**config.mk**
```make
export PLATFORM = sky130hd
export DESIGN_NAME = subnet_offset_allocator
export DESIGN_NICKNAME = d
export VERILOG_FILES = /design/src/rtl/sofa_pkg.sv /design/src/rtl/sofa_table.sv /design/src/rtl/subnet_offset_allocator.sv
export SDC_FILE = /design/constraint.sdc
export NUM_CORES = 2
export LEC_CHECK = 0
export BUFFER_PORTS_ARGS = -buffer_cell sky130_fd_sc_hd__buf_2
export CAP_MARGIN = 0
export CORE_MARGIN = 2
export CORE_UTILIZATION = 35
export DETAILED_ROUTE_END_ITERATION = 10
export GPL_ROUTABILITY_DRIVEN = 0
export HOLD_SLACK_MARGIN = 0.03
export SYNTH_ARGS = -nofsm -noshare
export SYNTH_HDL_FRONTEND = slang
export SYNTH_SLANG_ARGS = --single-unit
```
**constraint.sdc**
```tcl
create_clock -name i_clk -period 23.7 [get_ports i_clk]
set_input_delay 0 -clock i_clk [delete_from_list [all_inputs] [get_ports i_clk]]
set_output_delay 0 -clock i_clk [all_outputs]
set_load 0.03 [all_outputs]
```
**src/rtl/sofa_pkg.sv**
```systemverilog
package sofa_pkg;

    typedef logic [1:0] t_status;

    localparam t_status ST_OK       = 2'd0;
    localparam t_status ST_CONFLICT = 2'd1;
    localparam t_status ST_NO_NET   = 2'd2;
    localparam t_status ST_FULL     = 2'd3;

    typedef logic [0:0] t_cfg_idx;

    localparam t_cfg_idx CFG_AUTO_ADDR = 1'd0;
    localparam t_cfg_idx CFG_AUTO_MASK = 1'd1;

    localparam logic [31:0] AUTO_ADDR_RST = 32'h0A00_0001;
    localparam logic [31:0] AUTO_MASK_RST = 32'hFF00_0000;

    typedef struct packed {
        logic        func;
        logic [15:0] alloc_size;
        logic        addr_type;
        logic [31:0] base_address;
        logic [31:0] base_mask;
    } t_in_beat;

    typedef struct packed {
        t_status     status;
        logic        new_entry;
        logic [31:0] granted_offset;
        logic [31:0] granted_base;
        logic [31:0] granted_mask;
    } t_out_beat;

    typedef struct packed {
        logic [31:0] base;
        logic [31:0] mask;
        logic        kind;
        logic [31:0] offset;
    } t_entry;

endpackage

```
**src/rtl/sofa_table.sv**
```systemverilog
module sofa_table
    import sofa_pkg::*;
#(
    parameter int ENTRIES = 16,
    parameter int IDX_W   = 4
) (
    input  logic             i_clk,
    input  logic             i_rst_n,
    input  logic [IDX_W-1:0] i_rd_idx,
    output t_entry           o_rd_entry,
    output logic             o_rd_valid,
    input  logic             i_wr_en,
    input  logic [IDX_W-1:0] i_wr_idx,
    input  t_entry           i_wr_entry
);

    t_entry               mem [ENTRIES];
    logic [ENTRIES-1:0]   r_valid;

    always_ff @(posedge i_clk) begin
        if (i_wr_en) begin
            mem[i_wr_idx] <= i_wr_entry;
        end
        o_rd_entry <= mem[i_rd_idx];
    end

    always_ff @(posedge i_clk) begin
        if (!i_rst_n) begin
            r_valid    <= '0;
            o_rd_valid <= 1'b0;
        end else begin
            if (i_wr_en) begin
                r_valid[i_wr_idx] <= 1'b1;
            end
            o_rd_valid <= r_valid[i_rd_idx];
        end
    end

endmodule

```
**src/rtl/subnet_offset_allocator.sv**
```systemverilog
// Subnet offset allocator. Keeps up to TABLE_ENTRIES subnet entries in a
// synchronous table memory and serves one allocate request at a time; a result
// beat always follows every request beat. A request scans the table one entry
// per cycle. Automatic search repeats that scan once per network step, with
// states S_STEP_A and S_STEP_B forming the next network between scans. The
// next request beat is taken while the previous result still waits in the
// output register. No clearing pass after reset: entry valid bits sit in
// flip-flops.
module subnet_offset_allocator
    import sofa_pkg::*;
#(
    parameter int TABLE_ENTRIES = 16
) (
    input  logic        i_clk,
    input  logic        i_rst_n,
    input  logic        i_in_valid,
    output logic        o_in_stall,
    input  t_in_beat    i_in_data,
    output logic        o_out_valid,
    input  logic        i_out_stall,
    output t_out_beat   o_out_data,
    input  logic        i_cfg_we,
    input  t_cfg_idx    i_cfg_idx,
    input  logic [31:0] i_cfg_data
);

    localparam int IDX_W  = (TABLE_ENTRIES > 1) ? $clog2(TABLE_ENTRIES) : 1;
    localparam int CNT_W  = $clog2(TABLE_ENTRIES + 1);
    localparam int STEP_W = $clog2(TABLE_ENTRIES + 2);
    localparam logic [CNT_W-1:0]  LAST_PTR  = CNT_W'(TABLE_ENTRIES);
    localparam logic [IDX_W-1:0]  LAST_IDX  = IDX_W'(TABLE_ENTRIES - 1);
    localparam logic [STEP_W-1:0] MAX_STEPS = STEP_W'(TABLE_ENTRIES);

    typedef enum logic [2:0] {
        S_IDLE,
        S_SCAN,
        S_STEP_A,
        S_STEP_B,
        S_FIN
    } t_state;

    t_state            r_state, n_state;
    t_in_beat          r_req, n_req;
    logic [31:0]       r_addr, n_addr;
    logic [31:0]       r_mask, n_mask;
    logic              r_kind, n_kind;
    logic [STEP_W-1:0] r_steps, n_steps;
    logic [CNT_W-1:0]  r_ptr, n_ptr;
    logic              r_pend, n_pend;
    logic [IDX_W-1:0]  r_cidx, n_cidx;
    logic              r_free_found, n_free_found;
    logic [IDX_W-1:0]  r_free_idx, n_free_idx;
    t_out_beat         r_res, n_res;
    logic              r_wr_en, n_wr_en;
    logic [IDX_W-1:0]  r_wr_idx, n_wr_idx;
    t_entry            r_wr_entry, n_wr_entry;
    logic              r_out_valid, n_out_valid;
    t_out_beat         r_out, n_out;
    logic [31:0]       r_auto_addr, r_auto_mask;

    t_entry            tbl_entry;
    logic              tbl_valid;
    logic              tbl_wr_en;
    logic              hit;
    logic              free_now;
    logic [IDX_W-1:0]  free_idx_now;
    logic [32:0]       sum;
    logic [31:0]       new_off;
    logic [31:0]       next_addr;
    logic              out_free;

    sofa_table #(
        .ENTRIES (TABLE_ENTRIES),
        .IDX_W   (IDX_W)
    ) u_table (
        .i_clk      (i_clk),
        .i_rst_n    (i_rst_n),
        .i_rd_idx   (r_ptr[IDX_W-1:0]),
        .o_rd_entry (tbl_entry),
        .o_rd_valid (tbl_valid),
        .i_wr_en    (tbl_wr_en),
        .i_wr_idx   (r_wr_idx),
        .i_wr_entry (r_wr_entry)
    );

    assign out_free   = !r_out_valid || !i_out_stall;
    assign tbl_wr_en  = (r_state == S_FIN) && out_free && r_wr_en;
    assign o_in_stall = (r_state != S_IDLE);
    assign o_out_valid = r_out_valid;
    assign o_out_data  = r_out;

    assign hit = tbl_valid &&
                 ((tbl_entry.base & tbl_entry.mask) == (r_addr & r_mask));
    assign free_now     = r_free_found || !tbl_valid;
    assign free_idx_now = r_free_found ? r_free_idx : r_cidx;
    assign sum          = {1'b0, tbl_entry.offset} + 33'(r_req.alloc_size);
    assign new_off      = sum[32] ? 32'hFFFF_FFFF : sum[31:0];
    assign next_addr    = r_addr + 32'd1;

    always_comb begin
        n_state      = r_state;
        n_req        = r_req;
        n_addr       = r_addr;
        n_mask       = r_mask;
        n_kind       = r_kind;
        n_steps      = r_steps;
        n_ptr        = r_ptr;
        n_pend       = 1'b0;
        n_cidx       = r_ptr[IDX_W-1:0];
        n_free_found = r_free_found;
        n_free_idx   = r_free_idx;
        n_res        = r_res;
        n_wr_en      = r_wr_en;
        n_wr_idx     = r_wr_idx;
        n_wr_entry   = r_wr_entry;
        n_out_valid  = r_out_valid && i_out_stall;
        n_out        = r_out;

        unique case (r_state)
            S_IDLE: begin
                if (i_in_valid) begin
                    n_req        = i_in_data;
                    n_addr       = i_in_data.func ? r_auto_addr : i_in_data.base_address;
                    n_mask       = i_in_data.func ? r_auto_mask : i_in_data.base_mask;
                    n_kind       = i_in_data.func ? 1'b0 : i_in_data.addr_type;
                    n_steps      = '0;
                    n_ptr        = '0;
                    n_free_found = 1'b0;
                    n_state      = S_SCAN;
                end
            end
            S_SCAN: begin
                if (r_ptr < LAST_PTR) begin
                    n_ptr  = r_ptr + CNT_W'(1);
                    n_pend = 1'b1;
                end
                if (r_pend) begin
                    if (!tbl_valid && !r_free_found) begin
                        n_free_found = 1'b1;
                        n_free_idx   = r_cidx;
                    end
                    n_res   = '0;
                    n_wr_en = 1'b0;
                    if (hit) begin
                        n_pend = 1'b0;
                        if (r_req.func) begin
                            if (r_steps > MAX_STEPS) begin
                                n_res.status = ST_NO_NET;
                                n_state      = S_FIN;
                            end else begin
                                n_steps = r_steps + STEP_W'(1);
                                n_state = S_STEP_A;
                            end
                        end else if (tbl_entry.kind != r_kind) begin
                            n_res.status = ST_CONFLICT;
                            n_state      = S_FIN;
                        end else begin
                            n_res.status         = ST_OK;
                            n_res.granted_offset = tbl_entry.offset;
                            n_res.granted_base   = tbl_entry.base;
                            n_res.granted_mask   = tbl_entry.mask;
                            n_wr_en              = 1'b1;
                            n_wr_idx             = r_cidx;
                            n_wr_entry.base      = r_addr;
                            n_wr_entry.mask      = r_mask;
                            n_wr_entry.kind      = tbl_entry.kind;
                            n_wr_entry.offset    = new_off;
                            n_state              = S_FIN;
                        end
                    end else if (r_cidx == LAST_IDX) begin
                        n_pend = 1'b0;
                        if (free_now) begin
                            n_res.status       = ST_OK;
                            n_res.new_entry    = 1'b1;
                            n_res.granted_base = r_addr;
                            n_res.granted_mask = r_mask;
                            n_wr_en            = 1'b1;
                            n_wr_idx           = free_idx_now;
                            n_wr_entry.base    = r_addr;
                            n_wr_entry.mask    = r_mask;
                            n_wr_entry.kind    = r_kind;
                            n_wr_entry.offset  = 32'(r_req.alloc_size);
                        end else begin
                            n_res.status = ST_FULL;
                        end
                        n_state = S_FIN;
                    end
                end
            end
            S_STEP_A: begin
                n_addr  = (r_addr + ~r_mask + 32'd1) & r_mask;
                n_state = S_STEP_B;
            end
            S_STEP_B: begin
                n_addr = next_addr;
                if ((next_addr & r_mask) == 32'd0) begin
                    n_res        = '0;
                    n_res.status = ST_NO_NET;
                    n_wr_en      = 1'b0;
                    n_state      = S_FIN;
                end else begin
                    n_ptr        = '0;
                    n_free_found = 1'b0;
                    n_state      = S_SCAN;
                end
            end
            S_FIN: begin
                if (out_free) begin
                    n_out       = r_res;
                    n_out_valid = 1'b1;
                    n_state     = S_IDLE;
                end
            end
            default: n_state = S_IDLE;
        endcase
    end

    always_ff @(posedge i_clk) begin
        if (!i_rst_n) begin
            r_state      <= S_IDLE;
            r_pend       <= 1'b0;
            r_free_found <= 1'b0;
            r_wr_en      <= 1'b0;
            r_out_valid  <= 1'b0;
            r_steps      <= '0;
            r_ptr        <= '0;
        end else begin
            r_state      <= n_state;
            r_pend       <= n_pend;
            r_free_found <= n_free_found;
            r_wr_en      <= n_wr_en;
            r_out_valid  <= n_out_valid;
            r_steps      <= n_steps;
            r_ptr        <= n_ptr;
        end
        r_req      <= n_req;
        r_addr     <= n_addr;
        r_mask     <= n_mask;
        r_kind     <= n_kind;
        r_cidx     <= n_cidx;
        r_free_idx <= n_free_idx;
        r_res      <= n_res;
        r_wr_idx   <= n_wr_idx;
        r_wr_entry <= n_wr_entry;
        r_out      <= n_out;
    end

    always_ff @(posedge i_clk) begin
        if (!i_rst_n) begin
            r_auto_addr <= AUTO_ADDR_RST;
            r_auto_mask <= AUTO_MASK_RST;
        end else if (i_cfg_we) begin
            unique case (i_cfg_idx)
                CFG_AUTO_ADDR: r_auto_addr <= i_cfg_data;
                CFG_AUTO_MASK: r_auto_mask <= i_cfg_data;
                default: ;
            endcase
        end
    end

endmodule

```
==> results.toml <==
[global_route]
grt_pass1_wl_um = 322000
grt_pass1_vias = 42700
antenna_found_initial = 23
grt_use_total_pct = 18.85
grt-ovfl-total = 0
grt_max_degree = 114

[clock_tree]
clk_latency_ps = 870
h-tree-depth = 4
post-cts-setup-buffers = 0
cts-root-buf = "clkbuf_16"
clk_pin_slew_ps = 60
cts_buffer_depth = 3
numCtsBuffers = 207
postCtsHoldBufs = 198
cts_tree = "done"
clock-sinks = 2136
cts_resized = 0

[yosys]
netlist_instances = 4098
synth_top_area_share_pct = 70.50
synthTopCellsByArea = "edfxtp_1 (71%), mux4_2 (13%), dfxtp_1 (4.8%), ha_1 (1.2%), nand2_1 (1.1%)"
synth_largest_area_cell = "edfxtp_1"
synth_area_um2 = 82500
yosysSeqAreaShare_pct = 75.33
async_flop_share_pct = 0
synth-seq-cells = 2136
synth_nets = 4301
yosysUniqueCellTypes = 81
avgSynthCellArea_um2 = 20.13
yosysWarnings = 0
synth-edff-count = 1937
yosys_most_used_dff = "edfxtp_1"

[worst_setup_path]
critPathCapture = "r_res[80]"
arrival_ps = 5730
timing.rr.start = "r_addr[1]"
path_max_fanout = 50
crit_path_start_kind = "flop"
cp-end-kind = "flop"
reg2reg_depth = 11
cp-startpoint = "r_addr[1]"
ff2ff_setup_slack_ps = 18430
criticalPathCategory = "flop to flop"
critPathRequiredTime_ps = 24160
r2r-end = "r_res[80]"

[timing]
post-route-period-util_pct = 22.23
slew-limit-headroom_pct = 25.59
report.final.slew_viol_count = 0
setup_viol = 0
final-hold-violation-count = 0
max_freq_mhz = 189.8
min_period_ps = 5269
rsz0062_at_grt = "false"
worst_pin_slew_ps = 1116
setup_tns_ps = 0
clock_skew_ps = 64.22

[placement]
portBuffers = 220
dp_cells = 7366
dp_hpwl_um = 133600

[drt]
postRouteAntennaNets = 0
highest_layer = "met4"
post_drt_wl_per_cell_um = 28.68
route.detailed.drc = 0
dr.pass1.iters = 6
wl_um = 228400
vias = 42880
vias_per_cell = 5.384
met2WireLength_um = 109600
wl_met3_um = 14610
drt_iter0_drc = 5138
routedLengthMet1_um = 97200

[die]
rows = 178
core_um2 = 234700
die-area_um2 = 239600
pin_count = 221
start_util_pct = 35.15
die_w_um = 489.5
die_y_um = 489.5

[pwr]
power_density_nw_per_um2 = 81.12
leakage_nw = 31.65
peakVddDrop_mv = 0.07256

[status]
status = "completed"

[final_layout]
fin_cells = 7964
synthToLayoutAreaGrowth_pct = 17.09
drive_gt1_share_pct = 24.84
layout.nets = 4826

[job]
drv_cap = 0

[worst_hold_path]
hold_path_class = "input port to flop"
## sequential cells by signal, summed over array words and instances, names as in the netlist
register	cells
u_table.mem	1552
o_out_data	99
r_res	99
r_wr_entry	97
u_table.o_rd_entry	97
r_addr	32
r_auto_addr	32
r_auto_mask	32
r_mask	32
r_req	17
u_table.r_valid	16
r_ptr	5
r_steps	5
r_cidx	4
r_free_idx	4
r_wr_idx	4
r_state	3
o_out_valid	1
r_free_found	1
r_kind	1
r_pend	1
r_wr_en	1
u_table.o_rd_valid	1
## placed cells by master, fill, tap and decap left out, types with 18 or more instances in the layout
cell,count
xor2_1,54
clkbuf_16,207
inv_1,58
buf_4,81
clkinv_2,44
xnor2_1,46
mux4_2,490
clkinv_1,37
nor3_1,32
dfxtp_1,194
bufinv_16,20
nand3_1,42
mux2_2,39
buf_2,218
a211oi_1,18
clkbuf_1,50
nand4_1,23
edfxtp_1,1937
a22o_1,67
a21oi_1,84
o21ai_0,32
mux2i_1,36
ha_1,81
a21o_1,33
o21a_1,25
nand2_1,239
and3_1,25
and2_1,35
dlygate4sd3_1,198
a21boi_0,58
nor2_1,63
## synthesized netlist by cell type, types with 11 or more instances
master	n
clkbuf_1	135
a21boi_0	58
edfxtp_1	1937
nor2_1	79
nand2b_1	13
inv_1	59
and2_1	36
a211oi_1	18
nor4_1	11
ha_1	81
nand3_1	43
buf_1	47
and3_1	26
nor3_1	36
xnor2_1	46
mux2i_1	36
a21o_1	33
a31oi_1	13
a21oi_1	85
nand4_1	23
xor2_1	54
mux4_2	490
a22o_1	67
o21ai_0	32
o21a_1	25
mux2_2	39
nand2_1	242
dfxtp_1	199
## per-layer routing
| metal | GRT usage (%) | vias up |
|---|---|---|
| li1 | - | 17810 |
| met1 | 26.29 | 23010 |
| met2 | 30.44 | 1725 |
| met3 | 2.848 | 334 |
| met4 | 5.980 | 0 |
| met5 | 0 | - |
## logic make-up (layout without fill, tap and decap cells)
group | count (synthesis) | count (layout) | share of synthesized area (%)
adder cells (fa/ha/maj) | 83 | 83 | 1.277
other | 0 | 8 | 0
flip-flops | 2136 | 2136 | 75.33
AND/OR/NAND/NOR | 550 | 550 | 3.205
XOR/XNOR | 100 | 100 | 1.062
AO/OA/AOI/OAI | 421 | 421 | 3.663
buffers and inverters | 243 | 951 | 1.116
multiplexers | 565 | 565 | 14.35
## stage by stage
step	instance area, um^2	hold WS [ps]	utilization (%)	total power [mW]	worst slack (ps)
2_1_floorplan	82500	98.87	-	4.431	9881
3_3_place_gp	87700	186.4	37.36	4.554	18530
3_5_place_dp	87700	188.4	37.36	4.556	18510
4_1_cts	96580	30.95	41.14	7.894	18460
5_1_grt	96590	47.83	41.15	8.069	18130
6_report	96600	66.05	41.15	7.836	18430
## worst min-delay path by stage
stage | startpoint | end | slack (ps) | cells after the start
5_1_grt | i_cfg_data[29] | r_auto_mask[29] | 50 | 4
2_1_floorplan | i_in_data[65] | r_req[65] | 100 | 0
3_5_place_dp | i_in_data[69] | r_req[69] | 190 | 1
4_1_cts | i_cfg_data[31] | r_auto_addr[31] | 30 | 4
6_report | i_cfg_data[29] | r_auto_mask[29] | 70 | 4
3_3_place_gp | i_in_data[73] | r_req[73] | 190 | 1
## area by class of cell
type / instances / area, um^2
Clock buffer: 269 / 5533
Fill cell: 20630 / 138100
Sequential cell: 2136 / 62170
Clock inverter: 123 / 1369
Multi-Input combinational cell: 1719 / 19610
Tap cell: 3150 / 3941
Antenna cell: 8 / 20.02
Inverter: 59 / 222.7
Timing Repair Buffer: 500 / 3741
## worst max-delay path, stage by stage, from the launching register on
cell and delay (ps):
edfxtp_1 550, ha_1 340, and2_1 260, nand3_4 160, nor3_1 410, nand3_1 160, xnor2_1 170, a2111oi_0 550
and3_1 490, nand2_1 190, nand2_4 620, buf_4 780
## power breakdown
group          switching, mW  total, mW  internal [mW]
sequential            0.0463       4.13           4.09
clock                   1.45       3.33           1.88
combinational          0.203      0.371          0.168
total                   1.70       7.84           6.13
Note: power is estimated with default switching activity, not from simulation.
